--- src/rtl/jts_pkg.sv ---
// Shared types, character codes and byte classes of the JSON token scanner.
package jts_pkg;

    // Default parameter values
    localparam int POSITION_BITS_DEF = 32;
    localparam int DEPTH_BITS_DEF    = 8;

    // Result queue between scanner and output side
    localparam int QUEUE_DEPTH = 4;
    localparam int QAW         = $clog2(QUEUE_DEPTH);
    localparam int QCW         = QAW + 1;

    // Number flag bits
    localparam logic [2:0] FL_SIGNED = 3'b001;
    localparam logic [2:0] FL_INT    = 3'b010;
    localparam logic [2:0] FL_FRAC   = 3'b100;

    // Characters
    localparam logic [7:0] CH_SPACE    = 8'h20;
    localparam logic [7:0] CH_TAB      = 8'h09;
    localparam logic [7:0] CH_CR       = 8'h0D;
    localparam logic [7:0] CH_LF       = 8'h0A;
    localparam logic [7:0] CH_LBRACE   = 8'h7B;
    localparam logic [7:0] CH_RBRACE   = 8'h7D;
    localparam logic [7:0] CH_LBRACKET = 8'h5B;
    localparam logic [7:0] CH_RBRACKET = 8'h5D;
    localparam logic [7:0] CH_COLON    = 8'h3A;
    localparam logic [7:0] CH_COMMA    = 8'h2C;
    localparam logic [7:0] CH_QUOTE    = 8'h22;
    localparam logic [7:0] CH_BSLASH   = 8'h5C;
    localparam logic [7:0] CH_MINUS    = 8'h2D;
    localparam logic [7:0] CH_PLUS     = 8'h2B;
    localparam logic [7:0] CH_DOT      = 8'h2E;
    localparam logic [7:0] CH_ZERO     = 8'h30;
    localparam logic [7:0] CH_NINE     = 8'h39;
    localparam logic [7:0] CH_LC_A     = 8'h61;
    localparam logic [7:0] CH_LC_E     = 8'h65;
    localparam logic [7:0] CH_LC_F     = 8'h66;
    localparam logic [7:0] CH_LC_L     = 8'h6C;
    localparam logic [7:0] CH_LC_N     = 8'h6E;
    localparam logic [7:0] CH_LC_R     = 8'h72;
    localparam logic [7:0] CH_LC_S     = 8'h73;
    localparam logic [7:0] CH_LC_T     = 8'h74;
    localparam logic [7:0] CH_LC_U     = 8'h75;
    localparam logic [7:0] CH_UC_A     = 8'h41;
    localparam logic [7:0] CH_UC_E     = 8'h45;
    localparam logic [7:0] CH_UC_F     = 8'h46;

    // Scan phase
    typedef enum logic [4:0] {
        PH_IDLE, PH_STR, PH_ESC, PH_HEX,
        PH_NSIGN, PH_NZERO, PH_NINT, PH_NFRAC, PH_NEXP, PH_NEXPD,
        PH_TR, PH_TU, PH_TE, PH_FA, PH_FL, PH_FS, PH_FE, PH_NU, PH_NL1, PH_NL2
    } t_phase;

    // Token kinds
    typedef enum logic [3:0] {
        TK_LBRACE, TK_RBRACE, TK_LBRACKET, TK_RBRACKET, TK_STRING,
        TK_COLON, TK_COMMA, TK_UINT, TK_INT, TK_FLOAT,
        TK_TRUE, TK_FALSE, TK_NULL, TK_NONE
    } t_kind;

    // Result status
    typedef enum logic [1:0] {
        ST_OK, ST_INVALID, ST_INCOMPLETE
    } t_status;

    // One result item
    typedef struct packed {
        t_kind              kind;
        t_status            status;
        logic [31:0]        start;
        logic [31:0]        length;
        logic signed [7:0]  depth;
        logic               last;
    } t_result;

    // Results of one byte, handed from scanner to queue
    typedef struct packed {
        logic [1:0] count;
        t_result    first;
        t_result    second;
    } t_push;

    function automatic logic is_space(input logic [7:0] b);
        return (b == CH_SPACE) || (b == CH_TAB) || (b == CH_CR) || (b == CH_LF);
    endfunction

    function automatic logic is_digit(input logic [7:0] b);
        return (b >= CH_ZERO) && (b <= CH_NINE);
    endfunction

    function automatic logic is_hex(input logic [7:0] b);
        return is_digit(b) || ((b >= CH_LC_A) && (b <= CH_LC_F)) ||
               ((b >= CH_UC_A) && (b <= CH_UC_F));
    endfunction

    function automatic logic ends_number(input logic [7:0] b);
        return is_space(b) || (b == CH_COMMA) || (b == CH_RBRACKET) || (b == CH_RBRACE);
    endfunction

endpackage

--- src/rtl/jts_ifs.sv ---
// Valid/ready channel interfaces for text bytes in and tokens out.
interface jts_in_if;
    logic       valid;
    logic       ready;
    logic [7:0] data_byte;
    logic       end_of_data;

    modport source (output valid, output data_byte, output end_of_data, input ready);
    modport sink   (input valid, input data_byte, input end_of_data, output ready);
endinterface

interface jts_out_if;
    logic              valid;
    logic              ready;
    logic [3:0]        token_kind;
    logic [1:0]        status;
    logic [31:0]       token_start;
    logic [31:0]       token_length;
    logic signed [7:0] depth;
    logic              last_of_run;

    modport source (output valid, output token_kind, output status, output token_start,
                    output token_length, output depth, output last_of_run, input ready);
    modport sink   (input valid, input token_kind, input status, input token_start,
                    input token_length, input depth, input last_of_run, output ready);
endinterface

--- src/rtl/jts_front.sv ---
// Byte classifier and lexer state machine: turns each byte into up to two results.
module jts_front #(
    parameter int POSITION_BITS = jts_pkg::POSITION_BITS_DEF,
    parameter int DEPTH_BITS    = jts_pkg::DEPTH_BITS_DEF
) (
    input  logic            i_clk,
    input  logic            i_rst_n,
    jts_in_if.sink          i_in,
    input  logic            i_room,
    output jts_pkg::t_push  o_push
);
    import jts_pkg::*;

    localparam int PB  = POSITION_BITS;
    localparam int DW  = DEPTH_BITS;
    localparam int DXW = (DW > 8) ? DW : 8;
    localparam logic signed [DW-1:0] DMAX = {1'b0, {(DW-1){1'b1}}};
    localparam logic signed [DW-1:0] DMIN = {1'b1, {(DW-1){1'b0}}};

    // Scanner state
    t_phase                r_phase, n_phase;
    logic [2:0]            r_hex, n_hex;
    logic [2:0]            r_flags, n_flags;
    logic [PB-1:0]         r_pos, n_pos;
    logic [PB-1:0]         r_start, n_start;
    logic signed [DW-1:0]  r_depth, n_depth;

    logic [7:0] b;
    logic       eod;
    logic       accept;

    // Idle classification of the current byte
    logic                  id_emit;
    t_kind                 id_kind;
    t_status               id_status;
    t_phase                id_phase;
    logic                  id_set_start;
    logic [PB-1:0]         id_start;
    logic                  id_set_flags;
    logic [2:0]            id_flags;
    logic                  id_up;
    logic                  id_down;
    logic signed [DW-1:0]  d_idle;
    logic signed [DW-1:0]  d_after;
    logic signed [7:0]     dq_before;
    logic signed [7:0]     dq_after;

    // Per-phase decisions
    logic     run_idle;
    logic     num_done;
    logic     one_v;
    t_kind    one_kind;
    t_status  one_status;
    logic     one_str;
    logic     kw_hit;
    logic [7:0] kw_want;
    t_phase   kw_next;
    t_kind    kw_kind;

    t_result    res [2];
    logic [1:0] cnt;
    logic [PB-1:0] run_len;

    function automatic logic signed [7:0] clamp8(input logic signed [DW-1:0] d);
        logic signed [DXW-1:0] x;
        x = DXW'(d);
        if (x > DXW'(127)) begin
            return 8'sd127;
        end else if (x < DXW'(-128)) begin
            return -8'sd128;
        end
        return 8'(x);
    endfunction

    assign b        = i_in.data_byte;
    assign eod      = i_in.end_of_data;
    assign i_in.ready = i_room;
    assign accept   = i_in.valid && i_room;
    assign run_len  = r_pos - r_start;

    // Classify a byte seen between tokens
    always_comb begin
        id_emit      = 1'b0;
        id_kind      = TK_NONE;
        id_status    = ST_OK;
        id_phase     = PH_IDLE;
        id_set_start = 1'b0;
        id_start     = r_pos;
        id_set_flags = 1'b0;
        id_flags     = FL_INT;
        id_up        = 1'b0;
        id_down      = 1'b0;
        if (is_space(b)) begin
            id_emit   = eod;
            id_status = ST_INCOMPLETE;
        end else begin
            case (b)
                CH_LBRACE: begin
                    id_emit = 1'b1;
                    id_kind = TK_LBRACE;
                    id_up   = 1'b1;
                end
                CH_RBRACE: begin
                    id_emit = 1'b1;
                    id_kind = TK_RBRACE;
                    id_down = 1'b1;
                end
                CH_LBRACKET: begin
                    id_emit = 1'b1;
                    id_kind = TK_LBRACKET;
                    id_up   = 1'b1;
                end
                CH_RBRACKET: begin
                    id_emit = 1'b1;
                    id_kind = TK_RBRACKET;
                    id_down = 1'b1;
                end
                CH_COLON: begin
                    id_emit = 1'b1;
                    id_kind = TK_COLON;
                end
                CH_COMMA: begin
                    id_emit = 1'b1;
                    id_kind = TK_COMMA;
                end
                CH_QUOTE: begin
                    id_phase     = PH_STR;
                    id_set_start = 1'b1;
                    id_start     = r_pos + PB'(1);
                end
                CH_MINUS: begin
                    id_phase     = PH_NSIGN;
                    id_set_start = 1'b1;
                    id_set_flags = 1'b1;
                    id_flags     = FL_SIGNED;
                end
                CH_LC_T: id_phase = PH_TR;
                CH_LC_F: id_phase = PH_FA;
                CH_LC_N: id_phase = PH_NU;
                default: begin
                    if (is_digit(b)) begin
                        id_phase     = (b == CH_ZERO) ? PH_NZERO : PH_NINT;
                        id_set_start = 1'b1;
                        id_set_flags = 1'b1;
                        id_flags     = FL_INT;
                    end else begin
                        id_emit   = 1'b1;
                        id_status = ST_INVALID;
                    end
                end
            endcase
        end
    end

    // Saturate nesting depth
    always_comb begin
        d_idle = r_depth;
        if (id_up && (r_depth != DMAX)) begin
            d_idle = r_depth + DW'(1);
        end else if (id_down && (r_depth != DMIN)) begin
            d_idle = r_depth - DW'(1);
        end
    end

    assign d_after   = run_idle ? d_idle : r_depth;
    assign dq_before = clamp8(r_depth);
    assign dq_after  = clamp8(d_after);

    // Keyword table: expected byte, follow-up phase and final kind
    always_comb begin
        kw_hit  = 1'b1;
        kw_want = CH_LC_E;
        kw_next = PH_IDLE;
        kw_kind = TK_NONE;
        case (r_phase)
            PH_TR:   begin kw_want = CH_LC_R; kw_next = PH_TU;  end
            PH_TU:   begin kw_want = CH_LC_U; kw_next = PH_TE;  end
            PH_TE:   begin kw_want = CH_LC_E; kw_kind = TK_TRUE; end
            PH_FA:   begin kw_want = CH_LC_A; kw_next = PH_FL;  end
            PH_FL:   begin kw_want = CH_LC_L; kw_next = PH_FS;  end
            PH_FS:   begin kw_want = CH_LC_S; kw_next = PH_FE;  end
            PH_FE:   begin kw_want = CH_LC_E; kw_kind = TK_FALSE; end
            PH_NU:   begin kw_want = CH_LC_U; kw_next = PH_NL1; end
            PH_NL1:  begin kw_want = CH_LC_L; kw_next = PH_NL2; end
            PH_NL2:  begin kw_want = CH_LC_L; kw_kind = TK_NULL; end
            default: kw_hit = 1'b0;
        endcase
    end

    // Advance the scan phase for one byte
    always_comb begin
        n_phase    = r_phase;
        n_hex      = r_hex;
        n_flags    = r_flags;
        run_idle   = 1'b0;
        num_done   = 1'b0;
        one_v      = 1'b0;
        one_kind   = TK_NONE;
        one_status = ST_INVALID;
        one_str    = 1'b0;
        case (r_phase)
            PH_STR: begin
                if (b == CH_BSLASH) begin
                    n_phase = PH_ESC;
                end else if (b == CH_QUOTE) begin
                    one_v      = 1'b1;
                    one_kind   = TK_STRING;
                    one_status = ST_OK;
                    one_str    = 1'b1;
                    n_phase    = PH_IDLE;
                end
            end
            PH_ESC: begin
                if (b == CH_LC_U) begin
                    n_phase = PH_HEX;
                    n_hex   = 3'd4;
                end else begin
                    n_phase = PH_STR;
                end
            end
            PH_HEX: begin
                if (!is_hex(b)) begin
                    one_v   = 1'b1;
                    n_phase = PH_IDLE;
                end else begin
                    n_hex = r_hex - 3'd1;
                    if (r_hex == 3'd1) begin
                        n_phase = PH_STR;
                    end
                end
            end
            PH_NSIGN: begin
                if (is_digit(b)) begin
                    n_flags = r_flags | FL_INT;
                    n_phase = (b == CH_ZERO) ? PH_NZERO : PH_NINT;
                end else if (b == CH_DOT) begin
                    n_phase = PH_NFRAC;
                end else begin
                    one_v   = 1'b1;
                    n_phase = PH_IDLE;
                end
            end
            PH_NZERO, PH_NINT: begin
                if ((r_phase == PH_NINT) && is_digit(b)) begin
                    n_phase = r_phase;
                end else if (b == CH_DOT) begin
                    n_phase = PH_NFRAC;
                end else if (ends_number(b)) begin
                    num_done = 1'b1;
                    run_idle = 1'b1;
                end else begin
                    one_v   = 1'b1;
                    n_phase = PH_IDLE;
                end
            end
            PH_NFRAC: begin
                if (is_digit(b)) begin
                    n_flags = r_flags | FL_FRAC;
                end else if ((b == CH_LC_E) || (b == CH_UC_E) || ends_number(b)) begin
                    if ((r_flags & (FL_INT | FL_FRAC)) == 3'b000) begin
                        one_v   = 1'b1;
                        n_phase = PH_IDLE;
                    end else if (ends_number(b)) begin
                        num_done = 1'b1;
                        run_idle = 1'b1;
                    end else begin
                        n_phase = PH_NEXP;
                    end
                end else begin
                    one_v   = 1'b1;
                    n_phase = PH_IDLE;
                end
            end
            PH_NEXP, PH_NEXPD: begin
                if (is_digit(b)) begin
                    n_phase = PH_NEXPD;
                end else if ((r_phase == PH_NEXP) && ((b == CH_MINUS) || (b == CH_PLUS))) begin
                    n_phase = PH_NEXPD;
                end else if (ends_number(b)) begin
                    num_done = 1'b1;
                    run_idle = 1'b1;
                end else begin
                    one_v   = 1'b1;
                    n_phase = PH_IDLE;
                end
            end
            default: begin
                if (kw_hit) begin
                    if (b != kw_want) begin
                        one_v   = 1'b1;
                        n_phase = PH_IDLE;
                    end else begin
                        n_phase = kw_next;
                        if (kw_next == PH_IDLE) begin
                            one_v      = 1'b1;
                            one_kind   = kw_kind;
                            one_status = ST_OK;
                        end
                    end
                end else begin
                    run_idle = 1'b1;
                end
            end
        endcase
        if (run_idle) begin
            n_phase = id_phase;
            if (id_set_flags) begin
                n_flags = id_flags;
            end
        end
    end

    // Collect results and apply end of buffer
    always_comb begin
        n_start = r_start;
        n_depth = d_after;
        n_pos   = r_pos + PB'(1);
        if (run_idle && id_set_start) begin
            n_start = id_start;
        end
        res[0] = '0;
        res[1] = '0;
        cnt    = 2'd0;
        if (num_done) begin
            res[0].kind   = ((r_phase == PH_NFRAC) || (r_phase == PH_NEXP) ||
                             (r_phase == PH_NEXPD)) ? TK_FLOAT :
                            ((r_flags & FL_SIGNED) != 3'b000) ? TK_INT : TK_UINT;
            res[0].status = ST_OK;
            res[0].start  = 32'(r_start);
            res[0].length = 32'(run_len);
            res[0].depth  = dq_before;
            cnt           = 2'd1;
        end
        if (one_v) begin
            res[cnt[0]].kind   = one_kind;
            res[cnt[0]].status = one_status;
            res[cnt[0]].start  = one_str ? 32'(r_start) : 32'd0;
            res[cnt[0]].length = one_str ? 32'(run_len) : 32'd0;
            res[cnt[0]].depth  = dq_after;
            cnt                = cnt + 2'd1;
        end
        if (run_idle && id_emit) begin
            res[cnt[0]].kind   = id_kind;
            res[cnt[0]].status = id_status;
            res[cnt[0]].depth  = dq_after;
            cnt                = cnt + 2'd1;
        end
        if (eod) begin
            if (n_phase != PH_IDLE) begin
                res[cnt[0]].kind   = TK_NONE;
                res[cnt[0]].status = ST_INCOMPLETE;
                res[cnt[0]].depth  = dq_after;
                cnt                = cnt + 2'd1;
            end
            n_start = '0;
            n_depth = '0;
            n_pos   = '0;
        end
        if (cnt != 2'd0) begin
            res[cnt[1]].last = 1'b1;
        end
    end

    assign o_push.count  = accept ? cnt : 2'd0;
    assign o_push.first  = res[0];
    assign o_push.second = res[1];

    // Update scanner state on each accepted byte
    always_ff @(posedge i_clk) begin
        if (!i_rst_n) begin
            r_phase <= PH_IDLE;
            r_hex   <= '0;
            r_flags <= '0;
            r_pos   <= '0;
            r_start <= '0;
            r_depth <= '0;
        end else if (accept) begin
            r_phase <= eod ? PH_IDLE : n_phase;
            r_hex   <= eod ? 3'd0 : n_hex;
            r_flags <= eod ? 3'b000 : n_flags;
            r_pos   <= n_pos;
            r_start <= n_start;
            r_depth <= n_depth;
        end
    end

`ifndef ASSERT_OFF
    a_hex_count: assert property (@(posedge i_clk) disable iff (!i_rst_n)
        (r_phase == PH_HEX) |-> ((r_hex != 3'd0) && (r_hex <= 3'd4)))
        else $error("hex digit count out of range in escape");

    a_int_flag: assert property (@(posedge i_clk) disable iff (!i_rst_n)
        ((r_phase == PH_NZERO) || (r_phase == PH_NINT)) |-> ((r_flags & FL_INT) != 3'b000))
        else $error("integer phase without integer flag");

    a_buffer_end: assert property (@(posedge i_clk) disable iff (!i_rst_n)
        (accept && eod) |=> ((r_pos == '0) && (r_phase == PH_IDLE) && (r_depth == '0)))
        else $error("state not cleared after last byte of buffer");
`endif

endmodule

--- src/rtl/jts_queue.sv ---
// Result queue: takes up to two results a cycle, sends one a cycle if o_out.ready.
module jts_queue (
    input  logic           i_clk,
    input  logic           i_rst_n,
    input  jts_pkg::t_push i_push,
    output logic           o_room,
    jts_out_if.source      o_out
);
    import jts_pkg::*;

    t_result        r_mem [QUEUE_DEPTH];
    logic [QAW-1:0] r_wr, n_wr;
    logic [QAW-1:0] r_rd, n_rd;
    logic [QCW-1:0] r_count, n_count;
    logic           pop;
    t_result        head;

    assign head   = r_mem[r_rd];
    assign pop    = o_out.valid && o_out.ready;
    assign o_room = (r_count <= QCW'(QUEUE_DEPTH - 2));

    // Drive the output channel from the queue head
    assign o_out.valid        = (r_count != '0);
    assign o_out.token_kind   = head.kind;
    assign o_out.status       = head.status;
    assign o_out.token_start  = head.start;
    assign o_out.token_length = head.length;
    assign o_out.depth        = head.depth;
    assign o_out.last_of_run  = head.last;

    // Advance pointers and fill level
    always_comb begin
        n_wr    = r_wr + QAW'(i_push.count);
        n_rd    = r_rd + QAW'(pop);
        n_count = r_count + QCW'(i_push.count) - QCW'(pop);
    end

    // Store pushed results
    always_ff @(posedge i_clk) begin
        if (i_push.count != 2'd0) begin
            r_mem[r_wr] <= i_push.first;
        end
        if (i_push.count == 2'd2) begin
            r_mem[r_wr + QAW'(1)] <= i_push.second;
        end
    end

    // Hold control state
    always_ff @(posedge i_clk) begin
        if (!i_rst_n) begin
            r_wr    <= '0;
            r_rd    <= '0;
            r_count <= '0;
        end else begin
            r_wr    <= n_wr;
            r_rd    <= n_rd;
            r_count <= n_count;
        end
    end

`ifndef ASSERT_OFF
    a_no_overflow: assert property (@(posedge i_clk) disable iff (!i_rst_n)
        r_count <= QCW'(QUEUE_DEPTH))
        else $error("result queue overfilled");

    a_push_room: assert property (@(posedge i_clk) disable iff (!i_rst_n)
        (i_push.count != 2'd0) |-> o_room)
        else $error("results pushed without room");

    a_pop_drain: assert property (@(posedge i_clk) disable iff (!i_rst_n)
        (pop && (i_push.count == 2'd0)) |=> (r_count == $past(r_count) - QCW'(1)))
        else $error("fill level did not drop on a lone pop");
`endif

endmodule

--- src/rtl/json_token_scanner.sv ---
// JSON token scanner top level: byte input channel, token output channel.
//
// i_in carries one byte of JSON text per transaction, with end_of_data set on
// the last byte of a buffer; position and depth restart at zero after it.
// o_out carries one token result per transaction: kind, status, start and
// length (strings and numbers), nesting depth, and last_of_run on the final
// result caused by a byte. A byte causes zero, one or two results.
// Results are registered in the result queue and sent on o_out from its head.
// Throughput: one byte per cycle while results drain at one per cycle; a
// byte that causes two results leaves one in the four-entry result queue.
// i_in.ready is high whenever the queue has two free entries, so a waiting
// result does not block the next byte.
// When the receiver stalls, the queue fills and i_in.ready drops until
// space is freed; no result is lost or repeated.
// Reset clears the scanner to idle at position zero, depth zero, and empties
// the queue.
module json_token_scanner #(
    parameter int POSITION_BITS = jts_pkg::POSITION_BITS_DEF,
    parameter int DEPTH_BITS    = jts_pkg::DEPTH_BITS_DEF
) (
    input  logic      i_clk,
    input  logic      i_rst_n,
    jts_in_if.sink    i_in,
    jts_out_if.source o_out
);
    import jts_pkg::*;

    t_push push;
    logic  room;

    // Classify bytes and run the lexer
    jts_front #(
        .POSITION_BITS (POSITION_BITS),
        .DEPTH_BITS    (DEPTH_BITS)
    ) u_front (
        .i_clk   (i_clk),
        .i_rst_n (i_rst_n),
        .i_in    (i_in),
        .i_room  (room),
        .o_push  (push)
    );

    // Queue results and send them out
    jts_queue u_queue (
        .i_clk   (i_clk),
        .i_rst_n (i_rst_n),
        .i_push  (push),
        .o_room  (room),
        .o_out   (o_out)
    );

endmodule

--- src/flat_wrapper.sv ---
// flat-port wrapper written by rule: the top's interface ports become plain ports
module json_token_scanner_flat import jts_pkg::*;
#(
    parameter int POSITION_BITS = jts_pkg::POSITION_BITS_DEF,
    parameter int DEPTH_BITS    = jts_pkg::DEPTH_BITS_DEF
)
  (i_clk, i_rst_n, i_in_valid, i_in_data_byte, i_in_end_of_data, i_in_ready, o_out_valid, o_out_token_kind, o_out_status, o_out_token_start, o_out_token_length, o_out_depth, o_out_last_of_run, o_out_ready);
  jts_in_if i_in_i ();
  jts_out_if o_out_i ();
  input  logic i_clk;
  input  logic i_rst_n;
  input wire logic [$bits(i_in_i.valid)-1:0] i_in_valid;
  input wire logic [$bits(i_in_i.data_byte)-1:0] i_in_data_byte;
  input wire logic [$bits(i_in_i.end_of_data)-1:0] i_in_end_of_data;
  output wire logic [$bits(i_in_i.ready)-1:0] i_in_ready;
  output wire logic [$bits(o_out_i.valid)-1:0] o_out_valid;
  output wire logic [$bits(o_out_i.token_kind)-1:0] o_out_token_kind;
  output wire logic [$bits(o_out_i.status)-1:0] o_out_status;
  output wire logic [$bits(o_out_i.token_start)-1:0] o_out_token_start;
  output wire logic [$bits(o_out_i.token_length)-1:0] o_out_token_length;
  output wire logic [$bits(o_out_i.depth)-1:0] o_out_depth;
  output wire logic [$bits(o_out_i.last_of_run)-1:0] o_out_last_of_run;
  input wire logic [$bits(o_out_i.ready)-1:0] o_out_ready;
  assign i_in_i.valid = i_in_valid;
  assign i_in_i.data_byte = i_in_data_byte;
  assign i_in_i.end_of_data = i_in_end_of_data;
  assign i_in_ready = i_in_i.ready;
  assign o_out_valid = o_out_i.valid;
  assign o_out_token_kind = o_out_i.token_kind;
  assign o_out_status = o_out_i.status;
  assign o_out_token_start = o_out_i.token_start;
  assign o_out_token_length = o_out_i.token_length;
  assign o_out_depth = o_out_i.depth;
  assign o_out_last_of_run = o_out_i.last_of_run;
  assign o_out_i.ready = o_out_ready;
  json_token_scanner #(.POSITION_BITS(POSITION_BITS), .DEPTH_BITS(DEPTH_BITS)) u_core (.i_clk(i_clk), .i_rst_n(i_rst_n), .i_in(i_in_i), .o_out(o_out_i));
endmodule
--- config.mk ---
export PLATFORM = sky130hd
export DESIGN_NAME = json_token_scanner_flat
export DESIGN_NICKNAME = d
export VERILOG_FILES = /design/src/rtl/jts_pkg.sv /design/src/rtl/jts_ifs.sv /design/src/rtl/jts_front.sv /design/src/rtl/jts_queue.sv /design/src/rtl/json_token_scanner.sv /design/src/flat_wrapper.sv
export SDC_FILE = /design/constraint.sdc
export NUM_CORES = 1
export LEC_CHECK = 0
export BUFFER_PORTS_ARGS = -buffer_cell sky130_fd_sc_hd__buf_2
export CELL_PAD_IN_SITES_DETAIL_PLACEMENT = 1
export CELL_PAD_IN_SITES_GLOBAL_PLACEMENT = 1
export CORE_UTILIZATION = 25
export CTS_CLUSTER_DIAMETER = 100
export CTS_CLUSTER_SIZE = 10
export DETAILED_ROUTE_END_ITERATION = 8
export PLACE_DENSITY_LB_ADDON = 0.1
export SLEW_MARGIN = 20
export SYNTH_ARGS = -nofsm -noshare
export SYNTH_HDL_FRONTEND = slang
export SYNTH_HIERARCHICAL = 1
export SYNTH_SLANG_ARGS = --single-unit
--- constraint.sdc ---
create_clock -name i_clk -period 10.4 [get_ports i_clk]
set_input_delay 1.04 -clock i_clk [delete_from_list [all_inputs] [get_ports i_clk]]
set_output_delay 1.04 -clock i_clk [all_outputs]
set_load 0.01 [all_outputs]
==> results summary <==
The run finished with clean final reports. The number of nets in the finished design is 2,190. The critical path is of the input port to register type. The gate count after technology mapping is 2,099. The worst hold path startpoint is u_core/u_front/r_flags[1]$_SDFFE_PN0P_. The first TritonRoute pass finished after 5 iterations. The delay of the slowest critical-path stage is 0.78 ns. The library cells used most frequently in the layout, excluding fill and tap cells, are sky130_fd_sc_hd__edfxtp_1 (316), sky130_fd_sc_hd__mux2_2 (306), sky130_fd_sc_hd__nor2_1 (145). Summing over every cut layer, the via total after detailed routing is 16,700. The boundary pin count is 94. The relative area change from synthesis to final layout is 11.8%.

The endpoint kind of the worst setup timing path is a register. The total power per unit cell area is 165 mW/mm2. The width of the die came out at 316 um.

The proportion of power drawn by flip-flops and latches is 44.0%. The remaining routing DRC violations came out at 0. The number of standard cells in the layout, taps in and fillers out came out at 3,446.

The required time of the critical path is 10.73 ns. The CTS H-tree depth came out at 2. The via count of the first global-routing pass is 18,100. The number of buffers on the longest clock path came out at 3.

The number of synthesis warnings came out at 6. The total detailed-routing wirelength is 80,500 um. The count of buffers added by post-CTS timing repair for setup is 0.

The later-pin clock latency in the skew report is 0.60 ns. The number of antenna cells inserted came out at 0. VDD sags by at most 0.000106 V. TritonCTS built the clock tree. Counting the buffers created by CTS gives 47. At the pin with the least slew margin, the transition time is 1.12 ns. Summing internal, switching and leakage power gives 0.00453 W. The share of total power in combinational logic came out at 21.7%. The maximum fanout count along the critical path came out at 51. The first global-routing pass estimated 121,000 um of wire. The initialized floorplan defines 114 standard-cell rows. The number of enable flip-flop cells after synthesis came out at 316. The switching share of power came out at 30.0%. The final RePlAce weighted congestion is 0.850. Per report_power, the clock group accounts for 34.2% of the total.

Walking the worst path, the cells encountered are buf_2, and4bb_2, nand3_1, o21ai_0, nor3_1, nand3_1, o211a_1, inv_1, ha_1, xor2_1, nand2b_1, xnor2_1, and2_1, nor4bb_4, buf_4, buf_4, mux2_2. Leaving out fill and tap cells, the most frequent cell in the layout is sky130_fd_sc_hd__edfxtp_1. The number of inserted filler cells in the final layout came out at 10,600. Global routing consumed, over all layers together, 16.1% of the routing resources. The number of max-cap violations is 0.

The part of the Yosys area used for sequential elements is 45.8%. The number of storage elements in the synthesis netlist came out at 406. The cell sitting at the root of the clock tree is a sky130_fd_sc_hd__clkbuf_16. The final critical-path share of the clock period came out at 67.2%. The startpoint of the worst setup timing path is i_in_data_byte[0]. The netlist uses 103 different library cells. The maximum number of pins on one net before global-route repair came out at 77. Setup repair after global routing left no endpoint under its margin. The internal power summed over all cells came out at 0.00317 W.

The met3 track utilization from global routing is 2.21%. The fraction of final layout cells sized beyond drive strength 1 is 28.2%. The final max-slew violation count is 0. For this run, the top clock speed supported by timing is 143 MHz. The layer flagged by global routing as most heavily used is met2. The final-layout setup total negative slack came out at 0 ns.

The total placed cells including tap cells is 3,360. The final HPWL from detailed placement came out at 54,000 um. The startpoint identified for the worst register-to-register timing path is u_core/u_front/r_phase[3]$_SDFFE_PN0P_. The worst setup slack after layout is 3.41 ns. The minimum period implied by the final worst setup slack came out at 6.99 ns. In this run, post-CTS repair resized a total of 0 instances. The detail route stage leaves a number of antenna-violating nets equal to 0.

Setup violations remaining at the end of the flow were counted as 0. The height of the chip came out at 316 um. The initial core utilization came out at 25.4%. The detailed-route wire length per cell is 23.4 um. Input and output buffers added on the ports amount to 93. The total core area came out at 0.0971 mm2. The mean instance size in the synthesized netlist came out at 11.7 um2. The TritonCTS sink count came out at 406. The final hold violation count is 0.

Between clock sinks in the finished design, the worst skew comes to 0.0325 ns. Among all stages on the critical path, the largest delay is contributed by sky130_fd_sc_hd__buf_4. After global routing the overflow that remains totals 0. The post-cts hold buffer count came out at 0. The data arrival time of the worst path is 7.32 ns. The headroom to the max-slew limit is 24.6%. The placement-stage worst setup slack came out at 2.81 ns. The met2 usage came out at 27.3%. The share of flip-flops with an asynchronous set or reset after synthesis came out at 0%. The met1 usage in global routing is 21.6%.

The synthesized netlist occupies a cell area of 0.0246 mm2. The net switching power is 0.00136 W. Among all flip-flop cells after synthesis, the most frequent one is sky130_fd_sc_hd__edfxtp_1. The die covers 0.0998 mm2.

Dividing the detail-routed via count by the number of cells gives 4.86. The type of element launching the critical path is an input port. The detailed router's first-iteration violation count is 828. After clock tree synthesis, the clock-pin slew on the worst setup and hold paths is 0.06 ns.

Summed over all cells, the static leakage comes to 9.64 nW. The class of the worst hold path is register to register. The number of antenna violations at the first check in global routing was 1.
flip-flops by register name, summed over array words and instances (netlist names):
name	flops
u_core/u_queue/r_mem	316
u_core/u_front/r_pos	32
u_core/u_front/r_start	32
u_core/u_front/r_depth	8
u_core/u_front/r_phase	5
u_core/u_front/r_flags	3
u_core/u_front/r_hex	3
u_core/u_queue/r_count	3
u_core/u_queue/r_rd	2
u_core/u_queue/r_wr	2
path summary, 6_finish.rpt:
kind	end	slack (ns)	cells after the start
setup / recovery	u_core/u_queue/r_mem[2][13]$_DFFE_PP_	3.41	17
hold / removal	u_core/u_front/r_flags[1]$_SDFFE_PN0P_	0.50	2
setup reg to reg	u_core/u_queue/r_mem[2][13]$_DFFE_PP_	3.62	15
hold reg to reg	u_core/u_front/r_flags[1]$_SDFFE_PN0P_	0.50	2
synth_stat cells (8+ instances only):
cell type / instances / area [um2]
sky130_fd_sc_hd__a211oi_1: 15 / 113
sky130_fd_sc_hd__a21boi_0: 18 / 135
sky130_fd_sc_hd__a21o_1: 15 / 113
sky130_fd_sc_hd__a21oi_1: 75 / 375
sky130_fd_sc_hd__a22oi_1: 18 / 135
sky130_fd_sc_hd__a31oi_1: 21 / 131
sky130_fd_sc_hd__and2_1: 40 / 250
sky130_fd_sc_hd__and3_1: 29 / 181
sky130_fd_sc_hd__buf_2: 58 / 290
sky130_fd_sc_hd__buf_4: 71 / 533
sky130_fd_sc_hd__clkbuf_1: 68 / 255
sky130_fd_sc_hd__dfxtp_1: 90 / 1800
sky130_fd_sc_hd__edfxtp_1: 316 / 9490
sky130_fd_sc_hd__ha_1: 42 / 526
sky130_fd_sc_hd__inv_1: 54 / 203
sky130_fd_sc_hd__mux2_1: 11 / 124
sky130_fd_sc_hd__mux2_2: 306 / 3450
sky130_fd_sc_hd__mux2i_1: 9 / 90.1
sky130_fd_sc_hd__mux4_2: 79 / 1780
sky130_fd_sc_hd__nand2_1: 111 / 417
sky130_fd_sc_hd__nand2b_1: 8 / 50.1
sky130_fd_sc_hd__nand3_1: 38 / 190
sky130_fd_sc_hd__nand4_1: 17 / 106
sky130_fd_sc_hd__nor2_1: 148 / 556
sky130_fd_sc_hd__nor2b_1: 65 / 407
sky130_fd_sc_hd__nor3_1: 45 / 225
sky130_fd_sc_hd__o21a_1: 8 / 60.1
sky130_fd_sc_hd__o21ai_0: 78 / 390
sky130_fd_sc_hd__or3_1: 8 / 50.1
sky130_fd_sc_hd__xnor2_1: 39 / 342
sky130_fd_sc_hd__xor2_1: 29 / 254
power by group through the flow:
stage          logic (W)  clock network (W)  registers (W)
2_1_floorplan   0.000648                  0        0.00201
3_3_place_gp     0.00102                  0        0.00203
3_5_place_dp     0.00102                  0        0.00204
4_1_cts          0.00103            0.00162        0.00200
5_1_grt          0.00107            0.00167        0.00202
6_report        0.000984            0.00155        0.00200
cell type report:
| type | count | area, um2 | area share (%) |
|---|---|---|---|
| Clock inverter | 5 | 50.0 | 0.182 |
| Multi-Input combinational cell | 1495 | 12300 | 44.7 |
| Clock buffer | 81 | 1310 | 4.77 |
| Sequential cell | 406 | 11300 | 41.0 |
| Inverter | 54 | 203 | 0.736 |
| Tap cell | 1276 | 1600 | 5.80 |
| Timing Repair Buffer | 129 | 773 | 2.81 |
per-stage QoR:
| stage | util, % | hold WS (ns) | area [um2] |
|---|---|---|---|
| after detailed placement | 26.9 | 0.491 | 26200 |
| after global placement | 26.9 | 0.481 | 26200 |
| after global routing | 28.4 | 0.537 | 27500 |
| after CTS | 28.4 | 0.500 | 27500 |
| final | 28.4 | 0.501 | 27500 |
| after floorplan | - | 0.457 | 24900 |
routing by layer:
metal / wire length (um) / vias up
met2: 38900 / 220
met1: 37600 / 8596
met3: 2220 / 84
li1: - / 7832
met5: 13 / -
met4: 1800 / 2
cell families (layout without fill, tap and decap cells):
family,count (synthesis),count (layout),synth area share [%]
multiplexers,405,405,22.1
other,1,64,0.0152
AND/OR/NAND/NOR,578,578,12.4
flip-flops,406,406,45.8
XOR/XNOR,71,71,2.67
adder cells (fa/ha/maj),44,44,2.30
AO/OA/AOI/OAI,333,333,9.28
buffers and inverters,261,269,5.44
critical path: cells and delay by family:
kind                       cells  cell delay (ns)
buffers and inverters          4             1.62
xor gates and xnor gates       2             0.59
AOI/OAI and AO/OA              2             0.73
and+or+nand+nor                7             2.39
adders and majority gates      1             0.36
muxes                          1             0.41
Note: power is estimated with default switching activity, not from simulation.
